## config.mk

```make
export PLATFORM = sky130hd
export DESIGN_NAME = positional_pid_deadband_top
export DESIGN_NICKNAME = d
export VERILOG_FILES = /design/src/design/ppd_pkg.sv /design/src/design/ppd_regs.sv /design/src/design/ppd_err.sv /design/src/design/ppd_mul.sv /design/src/design/ppd_sat.sv /design/src/design/positional_pid_deadband_top.sv
export VERILOG_INCLUDE_DIRS = /design/src /design/src/design
export SDC_FILE = /design/constraint.sdc
export NUM_CORES = 2
export LEC_CHECK = 0
export ABC_AREA = 1
export BUFFER_PORTS_ARGS = -buffer_cell sky130_fd_sc_hd__buf_2
export CAP_MARGIN = 20
export CORE_MARGIN = 4
export CORE_UTILIZATION = 32
export CTS_CLUSTER_SIZE = 16
export DETAILED_ROUTE_END_ITERATION = 6
export PLACE_DENSITY_LB_ADDON = 0.1
export SLEW_MARGIN = 20
export SYNTH_ARGS = -nofsm -noshare
export SYNTH_HDL_FRONTEND = slang
export SYNTH_SLANG_ARGS = --single-unit
export TNS_END_PERCENT = 20
```

## constraint.sdc

```tcl
create_clock -name clk_i -period 7.9 [get_ports clk_i]
set_clock_uncertainty 0.05 [all_clocks]
set_input_delay 2.37 -clock clk_i [delete_from_list [all_inputs] [get_ports clk_i]]
set_output_delay 2.37 -clock clk_i [all_outputs]
set_load 0.01 [all_outputs]
```

## src/design/positional_pid_deadband_top_assert.svh

```systemverilog
// Assertion macros for the positional PID top level
`ifndef POSITIONAL_PID_DEADBAND_TOP_ASSERT_SVH
`define POSITIONAL_PID_DEADBAND_TOP_ASSERT_SVH

// Property checked at every clock edge outside reset
`define PPD_ASSERT(lbl, prop, msg) \
  lbl: assert property (@(posedge clk_i) disable iff (!rst_ni) (prop)) else $error(msg);

// Consequent checked in the cycle after the antecedent
`define PPD_ASSERT_NEXT(lbl, pre, post, msg) \
  lbl: assert property (@(posedge clk_i) disable iff (!rst_ni) (pre) |=> (post)) else $error(msg);

`endif

```

## src/design/ppd_pkg.sv

```systemverilog
// Shared types, widths and constants of the positional PID block
`timescale 1ns / 1ps

package ppd_pkg;

  localparam int SampleW      = 16;
  localparam int GainW        = 16;
  localparam int ErrW         = SampleW + 1;
  localparam int DiffW        = ErrW + 1;
  localparam int SumW         = 32;
  localparam int AccW         = SumW + 1;
  localparam int PTermW       = GainW + ErrW;
  localparam int ITermW       = GainW + SumW;
  localparam int DTermW       = GainW + DiffW;
  localparam int TotalW       = ITermW + 2;
  localparam int LimitW       = 31;
  localparam int DeadbandW    = 16;
  localparam int DriveW       = 32;
  localparam int GainFracBits = 8;

  localparam int CfgDataW = 32;
  localparam int CfgAddrW = 5;
  localparam int RegIdxW  = 3;

  typedef enum logic [RegIdxW-1:0] {
    REG_GAIN_P         = 3'd0,
    REG_GAIN_I         = 3'd1,
    REG_GAIN_D         = 3'd2,
    REG_INTEGRAL_UPPER = 3'd3,
    REG_INTEGRAL_LOWER = 3'd4,
    REG_OUTPUT_LIMIT   = 3'd5,
    REG_DEADBAND       = 3'd6
  } reg_idx_e;

  typedef struct packed {
    logic signed [GainW-1:0]  gain_p;
    logic signed [GainW-1:0]  gain_i;
    logic signed [GainW-1:0]  gain_d;
    logic signed [SumW-1:0]   integral_upper;
    logic signed [SumW-1:0]   integral_lower;
    logic [LimitW-1:0]        output_limit;
    logic [DeadbandW-1:0]     deadband;
  } cfg_t;

  localparam logic signed [GainW-1:0] GainPRst         = 16'sd256;
  localparam logic signed [GainW-1:0] GainIRst         = 16'sd0;
  localparam logic signed [GainW-1:0] GainDRst         = 16'sd0;
  localparam logic signed [SumW-1:0]  IntegralUpperRst = 32'sd1000000;
  localparam logic signed [SumW-1:0]  IntegralLowerRst = -32'sd1000000;
  localparam logic [LimitW-1:0]       OutputLimitRst   = 31'd16384;
  localparam logic [DeadbandW-1:0]    DeadbandRst      = 16'd1;

endpackage

```

## src/design/ppd_regs.sv

```systemverilog
// Configuration register file with APB-style access
`timescale 1ns / 1ps

module ppd_regs (
  input  logic                          clk_i,
  input  logic                          rst_ni,
  input  logic                          psel,
  input  logic                          penable,
  input  logic                          pwrite,
  input  logic [ppd_pkg::CfgAddrW-1:0]  paddr,
  input  logic [ppd_pkg::CfgDataW-1:0]  pwdata,
  output logic [ppd_pkg::CfgDataW-1:0]  prdata,
  output logic                          pready,
  output ppd_pkg::cfg_t                 cfg_o
);
  import ppd_pkg::*;

  cfg_t     cfg_q;
  cfg_t     cfg_d;
  reg_idx_e idx;
  logic     wr_en;

  assign idx    = reg_idx_e'(paddr[CfgAddrW-1:2]);
  assign wr_en  = psel & penable & pwrite;
  assign pready = 1'b1;
  assign cfg_o  = cfg_q;

  always_comb begin
    cfg_d = cfg_q;
    if (wr_en) begin
      case (idx)
        REG_GAIN_P:         cfg_d.gain_p         = $signed(pwdata[GainW-1:0]);
        REG_GAIN_I:         cfg_d.gain_i         = $signed(pwdata[GainW-1:0]);
        REG_GAIN_D:         cfg_d.gain_d         = $signed(pwdata[GainW-1:0]);
        REG_INTEGRAL_UPPER: cfg_d.integral_upper = $signed(pwdata[SumW-1:0]);
        REG_INTEGRAL_LOWER: cfg_d.integral_lower = $signed(pwdata[SumW-1:0]);
        REG_OUTPUT_LIMIT:   cfg_d.output_limit   = pwdata[LimitW-1:0];
        REG_DEADBAND:       cfg_d.deadband       = pwdata[DeadbandW-1:0];
        default:            cfg_d = cfg_q;
      endcase
    end
  end

  always_comb begin
    case (idx)
      REG_GAIN_P:         prdata = {{(CfgDataW-GainW){1'b0}}, cfg_q.gain_p};
      REG_GAIN_I:         prdata = {{(CfgDataW-GainW){1'b0}}, cfg_q.gain_i};
      REG_GAIN_D:         prdata = {{(CfgDataW-GainW){1'b0}}, cfg_q.gain_d};
      REG_INTEGRAL_UPPER: prdata = cfg_q.integral_upper;
      REG_INTEGRAL_LOWER: prdata = cfg_q.integral_lower;
      REG_OUTPUT_LIMIT:   prdata = {{(CfgDataW-LimitW){1'b0}}, cfg_q.output_limit};
      REG_DEADBAND:       prdata = {{(CfgDataW-DeadbandW){1'b0}}, cfg_q.deadband};
      default:            prdata = '0;
    endcase
  end

  always_ff @(posedge clk_i or negedge rst_ni) begin
    if (!rst_ni) begin
      cfg_q.gain_p         <= GainPRst;
      cfg_q.gain_i         <= GainIRst;
      cfg_q.gain_d         <= GainDRst;
      cfg_q.integral_upper <= IntegralUpperRst;
      cfg_q.integral_lower <= IntegralLowerRst;
      cfg_q.output_limit   <= OutputLimitRst;
      cfg_q.deadband       <= DeadbandRst;
    end else begin
      cfg_q <= cfg_d;
    end
  end

endmodule

```

## src/design/ppd_err.sv

```systemverilog
// Error stage: error, clamped integral and error history update
`timescale 1ns / 1ps

module ppd_err (
  input  logic                                clk_i,
  input  logic                                rst_ni,
  input  logic                                load_i,
  input  logic signed [ppd_pkg::SampleW-1:0]  setpoint_i,
  input  logic signed [ppd_pkg::SampleW-1:0]  measured_i,
  input  ppd_pkg::cfg_t                       cfg_i,
  output logic signed [ppd_pkg::ErrW-1:0]     err_o,
  output logic signed [ppd_pkg::SumW-1:0]     error_sum_o,
  output logic signed [ppd_pkg::DiffW-1:0]    diff_o
);
  import ppd_pkg::*;

  logic signed [SumW-1:0]  error_sum_q, error_sum_d;
  logic signed [ErrW-1:0]  last_error_q, older_error_q;
  logic signed [ErrW-1:0]  err_q, err_d;
  logic signed [DiffW-1:0] diff_q, diff_d;
  logic signed [AccW-1:0]  acc, acc_hi, acc_lo;

  always_comb begin
    err_d  = ErrW'(setpoint_i) - ErrW'(measured_i);
    diff_d = DiffW'(last_error_q) - DiffW'(older_error_q);
    acc    = AccW'(error_sum_q) + AccW'(err_d);
    // upper clamp first, so crossed limits settle on the lower one
    acc_hi = (acc > AccW'(cfg_i.integral_upper)) ? AccW'(cfg_i.integral_upper) : acc;
    acc_lo = (acc_hi < AccW'(cfg_i.integral_lower)) ? AccW'(cfg_i.integral_lower) : acc_hi;
    error_sum_d = acc_lo[SumW-1:0];
  end

  always_ff @(posedge clk_i or negedge rst_ni) begin
    if (!rst_ni) begin
      error_sum_q   <= '0;
      last_error_q  <= '0;
      older_error_q <= '0;
    end else if (load_i) begin
      error_sum_q   <= error_sum_d;
      last_error_q  <= err_d;
      older_error_q <= last_error_q;
    end
  end

  always_ff @(posedge clk_i) begin
    if (load_i) begin
      err_q  <= err_d;
      diff_q <= diff_d;
    end
  end

  assign err_o       = err_q;
  assign error_sum_o = error_sum_q;
  assign diff_o      = diff_q;

endmodule

```

## src/design/ppd_mul.sv

```systemverilog
// Product stage: the three gain products and the deadband flag
`timescale 1ns / 1ps

module ppd_mul (
  input  logic                                clk_i,
  input  logic                                load_i,
  input  ppd_pkg::cfg_t                       cfg_i,
  input  logic signed [ppd_pkg::ErrW-1:0]     err_i,
  input  logic signed [ppd_pkg::SumW-1:0]     error_sum_i,
  input  logic signed [ppd_pkg::DiffW-1:0]    diff_i,
  output logic signed [ppd_pkg::PTermW-1:0]   p_term_o,
  output logic signed [ppd_pkg::ITermW-1:0]   i_term_o,
  output logic signed [ppd_pkg::DTermW-1:0]   d_term_o,
  output logic                                dead_o
);
  import ppd_pkg::*;

  logic signed [PTermW-1:0] p_term_q, p_term_d;
  logic signed [ITermW-1:0] i_term_q, i_term_d;
  logic signed [DTermW-1:0] d_term_q, d_term_d;
  logic [ErrW-1:0]          mag;
  logic                     dead_q, dead_d;

  always_comb begin
    p_term_d = PTermW'(cfg_i.gain_p) * PTermW'(err_i);
    i_term_d = ITermW'(cfg_i.gain_i) * ITermW'(error_sum_i);
    d_term_d = DTermW'(cfg_i.gain_d) * DTermW'(diff_i);
    mag      = err_i[ErrW-1] ? ErrW'(-err_i) : ErrW'(err_i);
    dead_d   = mag < {1'b0, cfg_i.deadband};
  end

  always_ff @(posedge clk_i) begin
    if (load_i) begin
      p_term_q <= p_term_d;
      i_term_q <= i_term_d;
      d_term_q <= d_term_d;
      dead_q   <= dead_d;
    end
  end

  assign p_term_o = p_term_q;
  assign i_term_o = i_term_q;
  assign d_term_o = d_term_q;
  assign dead_o   = dead_q;

endmodule

```

## src/design/ppd_sat.sv

```systemverilog
// Output stage: sum, fraction shift, saturation and deadband into the result register
`timescale 1ns / 1ps

module ppd_sat (
  input  logic                                clk_i,
  input  logic                                load_i,
  input  ppd_pkg::cfg_t                       cfg_i,
  input  logic signed [ppd_pkg::PTermW-1:0]   p_term_i,
  input  logic signed [ppd_pkg::ITermW-1:0]   i_term_i,
  input  logic signed [ppd_pkg::DTermW-1:0]   d_term_i,
  input  logic                                dead_i,
  output logic signed [ppd_pkg::DriveW-1:0]   drive_o
);
  import ppd_pkg::*;

  logic signed [TotalW-1:0] total, shifted, lim_pos, lim_neg;
  logic signed [DriveW-1:0] drive_q, drive_d;

  always_comb begin
    total   = TotalW'(p_term_i) + TotalW'(i_term_i) + TotalW'(d_term_i);
    shifted = total >>> GainFracBits;   // floor division
    lim_pos = $signed({{(TotalW-LimitW){1'b0}}, cfg_i.output_limit});
    lim_neg = -lim_pos;
    if (dead_i) begin
      drive_d = '0;
    end else if (shifted > lim_pos) begin
      drive_d = lim_pos[DriveW-1:0];
    end else if (shifted < lim_neg) begin
      drive_d = lim_neg[DriveW-1:0];
    end else begin
      drive_d = shifted[DriveW-1:0];
    end
  end

  always_ff @(posedge clk_i) begin
    if (load_i) begin
      drive_q <= drive_d;
    end
  end

  assign drive_o = drive_q;

endmodule

```

## src/design/positional_pid_deadband_top.sv

```systemverilog
// Positional PID controller with integral clamp, output limit and deadband
//
//  channel  | direction | payload
//  ---------+-----------+-------------------------------------------------
//  s_axis   | in        | tdata[15:0] setpoint, tdata[31:16] measured
//  m_axis   | out       | tdata[31:0] drive
//  apb      | cfg       | gains, integral clamps, output limit, deadband
//
// One item per cycle sustained while m_axis_tready is high; an item reaches tvalid through the stages below.
// Stages: input register, error/integral update, products, sum and saturation.
// The integral and error history update in the error stage, so successive
// items chain with no bubble. Reset clears the valid bits, the integral and the error history.
// Each stage holds while the next is full and not moving, so m_axis stalls back up stage by stage.
`timescale 1ns / 1ps

`include "positional_pid_deadband_top_assert.svh"

module positional_pid_deadband_top (
  input  logic                          clk_i,
  input  logic                          rst_ni,
  input  logic                          s_axis_tvalid,
  output logic                          s_axis_tready,
  input  logic [31:0]                   s_axis_tdata,   // [15:0] setpoint, [31:16] measured
  output logic                          m_axis_tvalid,
  input  logic                          m_axis_tready,
  output logic [31:0]                   m_axis_tdata,   // [31:0] drive
  input  logic                          psel,
  input  logic                          penable,
  input  logic                          pwrite,
  input  logic [ppd_pkg::CfgAddrW-1:0]  paddr,
  input  logic [ppd_pkg::CfgDataW-1:0]  pwdata,
  output logic [ppd_pkg::CfgDataW-1:0]  prdata,
  output logic                          pready
);
  import ppd_pkg::*;

  cfg_t cfg;

  logic v0_q, v1_q, v2_q, v3_q;
  logic v0_d, v1_d, v2_d, v3_d;
  logic adv0, adv1, adv2, adv3;
  logic s_acc;

  logic signed [SampleW-1:0] setpoint_q, measured_q;
  logic signed [ErrW-1:0]    err;
  logic signed [SumW-1:0]    error_sum;
  logic signed [DiffW-1:0]   diff;
  logic signed [PTermW-1:0]  p_term;
  logic signed [ITermW-1:0]  i_term;
  logic signed [DTermW-1:0]  d_term;
  logic                      dead;
  logic signed [DriveW-1:0]  drive;
  logic signed [DriveW-1:0]  limit_s;

  // a stage moves on when the next one is empty or moving too
  assign adv3  = v3_q & m_axis_tready;
  assign adv2  = v2_q & (~v3_q | adv3);
  assign adv1  = v1_q & (~v2_q | adv2);
  assign adv0  = v0_q & (~v1_q | adv1);
  assign s_axis_tready = ~v0_q | adv0;
  assign s_acc = s_axis_tvalid & s_axis_tready;

  assign v0_d = s_acc | (v0_q & ~adv0);
  assign v1_d = adv0  | (v1_q & ~adv1);
  assign v2_d = adv1  | (v2_q & ~adv2);
  assign v3_d = adv2  | (v3_q & ~adv3);

  always_ff @(posedge clk_i or negedge rst_ni) begin
    if (!rst_ni) begin
      v0_q <= 1'b0;
      v1_q <= 1'b0;
      v2_q <= 1'b0;
      v3_q <= 1'b0;
    end else begin
      v0_q <= v0_d;
      v1_q <= v1_d;
      v2_q <= v2_d;
      v3_q <= v3_d;
    end
  end

  always_ff @(posedge clk_i) begin
    if (s_acc) begin
      setpoint_q <= $signed(s_axis_tdata[SampleW-1:0]);
      measured_q <= $signed(s_axis_tdata[2*SampleW-1:SampleW]);
    end
  end

  ppd_regs u_regs (
    .clk_i   (clk_i),
    .rst_ni  (rst_ni),
    .psel    (psel),
    .penable (penable),
    .pwrite  (pwrite),
    .paddr   (paddr),
    .pwdata  (pwdata),
    .prdata  (prdata),
    .pready  (pready),
    .cfg_o   (cfg)
  );

  ppd_err u_err (
    .clk_i       (clk_i),
    .rst_ni      (rst_ni),
    .load_i      (adv0),
    .setpoint_i  (setpoint_q),
    .measured_i  (measured_q),
    .cfg_i       (cfg),
    .err_o       (err),
    .error_sum_o (error_sum),
    .diff_o      (diff)
  );

  ppd_mul u_mul (
    .clk_i       (clk_i),
    .load_i      (adv1),
    .cfg_i       (cfg),
    .err_i       (err),
    .error_sum_i (error_sum),
    .diff_i      (diff),
    .p_term_o    (p_term),
    .i_term_o    (i_term),
    .d_term_o    (d_term),
    .dead_o      (dead)
  );

  ppd_sat u_sat (
    .clk_i    (clk_i),
    .load_i   (adv2),
    .cfg_i    (cfg),
    .p_term_i (p_term),
    .i_term_i (i_term),
    .d_term_i (d_term),
    .dead_i   (dead),
    .drive_o  (drive)
  );

  assign m_axis_tvalid = v3_q;
  assign m_axis_tdata  = drive;

  assign limit_s = $signed({1'b0, cfg.output_limit});

  `PPD_ASSERT(a_integral_in_range, ($past(adv0) && ($past(cfg.integral_lower) <= $past(cfg.integral_upper))) |-> ((error_sum >= $past(cfg.integral_lower)) && (error_sum <= $past(cfg.integral_upper))), "integral left its clamp range")
  `PPD_ASSERT_NEXT(a_drive_limited, adv2, ((drive <= $past(limit_s)) && (drive >= -$past(limit_s))), "drive exceeds output limit")
  `PPD_ASSERT_NEXT(a_deadband_zero, adv2 && dead, drive == '0, "drive not zero inside deadband")

endmodule
```

==> summary.txt <==
Logic synthesis
  – Synth Area in Simple Gates: 0.175
  – Syn nets: 10500
  – Yosys warnings: 0
  – Largest family of logic cells by synthesized area: adder cells
  – Yosys reg bits: 444
  – Post-synthesis sequential area ratio: 0.174
  – Post-synth EDFFs: 215
  – Synth Flop Type: edfxtp_1
  – Top post-synthesis cells by area: fa_1 31%, nand2_1 11%, inv_1 11%
  – Top cell type by total area after synthesis: fa_1
  – XOR/XNOR share of the synthesized area: 0.0309
  – Mux share of post-synthesis cell area: 0
  – Synth cell types: 65
  – FFs w/ async S/R, synth: 0.516
  – Most common cell in the synthesized netlist: nand2_1
  – Syn Area/Cell: roughly 8.0 um^2
  – Post-synth top cells: 2106 x nand2_1, 2097 x inv_1, 1102 x fa_1, 561 x ha_1, 358 x a21oi_1
  – Post-synthesis instance total: 8721
  – Post-synthesis adder-cell area fraction: 0.415
  – Compound-cell area share of the yosys netlist: 0.0733
  – Synth top area share: 0.315
  – Mapped Area: 0.0701 mm^2

Setup path
  – Worst Path Required: 8.40 ns
  – Crit Path Category: flip-flop to flip-flop
  – Worst reg2reg path startpoint: u_err.err_o[16]
  – CP Capture Type: flip-flop
  – Worst-path cell chain: nand2_1 > fa_1 > inv_1 > fa_1 > inv_1 > fa_1 > fa_1 > fa_1 > fa_1 > inv_1 > ha_1 > nand2_1 > nor2_1 > nand2_1 > o211ai_1 > buf_4 > nand2_1 > nand2_1 > xor2_1 > buf_4
  – Bufs and invs on worst path: 5
  – Cell depth of the worst setup path: 20
  – Reg2reg end: u_mul.p_term_o[30]
  – Crit path largest cell delay: 0.79 ns
  – CP Launch Type: flip-flop
  – FF-to-FF path depth: 20
  – Most common cell on crit path: fa_1
  – CP max FO: 7
  – CP max-delay cell: fa_1
  – CP top delay family: adder cells
  – WP data arrival: 7.89 ns
  – Flop2flop setup slack: roughly 0.51 ns

Global route
  – Largest net degree at the start of global routing: about 130
  – Vias in the first global route: between 50000 and 60000
  – Initial antenna violation count: 48
  – First-pass GRT wire length: 397000 um
  – GRT Overall Usage: 0.234
  – Grt total ovfl: 0

Clock network
  – Clock root buffer: clkbuf_16
  – Hold_buf cts: 0
  – CTS tree: built
  – Clock latency on the worst-skew pair: about 0.76 ns
  – H-tree depth: 2
  – Clock sinks: 444
  – CTS Buf Count: 60
  – Clk pin slew, worst setup/hold paths: 0.06 ns
  – Max Buffers Root-to-Sink: 3

Detailed routing
  – DRT Pass-1 Iters: 6
  – Vias per inst: 4.85
  – DR iter-0 viols: 4191
  – Vias: 57400
  – Drt total wl: 266000 um
  – WL/cell: between 20 and 25 um
  – Final ANT Viol Nets: 0
  – DRC: 0

Place
  – Port-buffer cells: 139
  – Placed insts: around 12000
  – DP HPWL: 222000 um
  – Placer Congestion: 0.906

Finish
  – Area grow syn2layout: 12.1%
  – Fin cells: between 10000 and 15000
  – Nets: ~11000
  – Share of cells above drive strength 1: 0.0912
  – Area of the multi-input gates: roughly 0.05 mm^2
  – Fillers: 22800
  – Register Area: about 0.012 mm^2

STA
  – Least-Margin Pin Slew: 1.27 ns
  – Setup violators final: 0
  – Slew headroom: 0.150
  – Tmin final: roughly 7.4 ns
  – Count of final hold-check violations: 0
  – Hold Slack: 0.425 ns
  – Period utilization: 0.936
  – Max Slew Vio Count: 0
  – Achievable frequency: 135 MHz

Worst hold path
  – Hold Path Depth: 2
  – Min-delay src: v1_q
  – Hold Path Sink: v2_q
  – Min-delay worst type: flip-flop to flip-flop

Floorplanning
  – Die area: 0.227 mm^2
  – Die width: 476 um
  – Initial Util: 0.322
  – Core area: approximately 0.22 mm^2
  – Core Rows: 171
  – IO Count: 143
  – Die height: between 400 and 500 um

Run status
  – Status: finished, final reports clean

Job
  – Max-Cap Viols: 0
==> cell families (layout without fill, tap and decap cells) <==
| kind of cell | count (synthesis) | count (layout) |
|---|---|---|
| other | 1 | 21 |
| adder cells (fa/ha/maj) | 1663 | 1663 |
| XOR/XNOR | 245 | 245 |
| flip-flops | 444 | 444 |
| AND/OR/NAND/NOR | 2996 | 2996 |
| AO/OA/AOI/OAI | 924 | 924 |
| buffers and inverters | 2448 | 2710 |
==> layout by cell type, fill, tap and decap left out, drive strengths merged, types with 55 or more instances in the layout <==
| cell type | Yosys | layout |
|---|---|---|
| a21oi | 359 | 359 |
| buf | 38 | 483 |
| clkbuf | 300 | 81 |
| dfrtp | 199 | 199 |
| edfxtp | 215 | 215 |
| fa | 1102 | 1102 |
| ha | 561 | 561 |
| inv | 2102 | 2109 |
| nand2 | 2124 | 2124 |
| nand3 | 278 | 278 |
| nor2 | 379 | 379 |
| nor3 | 55 | 55 |
| o21ai | 367 | 367 |
| xnor2 | 75 | 75 |
| xor2 | 170 | 170 |
==> tightest hold or removal path: stages, from the launching register on <==
cell	delay, ns
dfrtp_1	0.34
inv_1	0.05
nand2_1	0.05
==> worst max-delay path by stage <==
stage | endpoint | slack (ns) | startpoint
final | u_mul.p_term_o[30] | 0.51 | u_err.err_o[16]
after detailed placement | u_err.error_sum_o[30] | -0.17 | measured_q[0]
after global routing | u_err.error_sum_o[23] | -0.05 | measured_q[0]
after floorplan | u_err.error_sum_o[24] | 0.73 | measured_q[0]
after CTS | u_err.error_sum_o[30] | 0.04 | measured_q[0]
after global placement | u_err.error_sum_o[30] | -0.16 | measured_q[0]
==> per-stage QoR <==
step / TNS (ns) / worst slack, ns / utilization / area [um^2]
finish: 0 / 0.508 / 0.361 / 78600
global placement: -4.37 / -0.159 / 0.348 / 75800
detailed placement: -4.44 / -0.171 / 0.348 / 75800
floorplan: 0 / 0.731 / - / 70100
global route: -0.411 / -0.0475 / 0.361 / 78600
CTS: 0 / 0.0370 / 0.358 / 77800
==> metal layers <==
metal	GRT usage	up-vias	wire (um)
li1	-	26700	-
met1	0.328	28800	121000
met2	0.380	1549	123000
met3	0.0249	316	13800
met4	0.0702	4	8800
met5	0	-	27
==> state kept, by name, summed over array words and instances, names as in the netlist, 18 cells and up <==
register           count
u_err.diff_o          18
u_err.error_sum_o     32
u_sat.drive_o         32
u_regs.cfg_o         159
u_mul.p_term_o        33
u_mul.d_term_o        34
u_mul.i_term_o        48
==> area by class of cell <==
cell class / count / share of cell area
clock buffers: 77 / 0.0208
multi-input cells: 5829 / 0.626
flip-flops and latches: 444 / 0.156
diodes: 20 / 0.000637
clock inverters: 36 / 0.00465
inverters: 2110 / 0.101
repair buffers: 487 / 0.0458
well taps: 2854 / 0.0454
==> repair_timing <==
action                                  4_1_cts  5_1_grt
buffers inserted                              0        6
gates cloned                                  0        5
resized for setup                             8      118
pin swaps                                     0       13
endpoints found under the setup margin       32       32
Power is left out: the tool's default activity adds up to more than one toggle a clock period on the data nets, which glitch-free logic cannot reach.
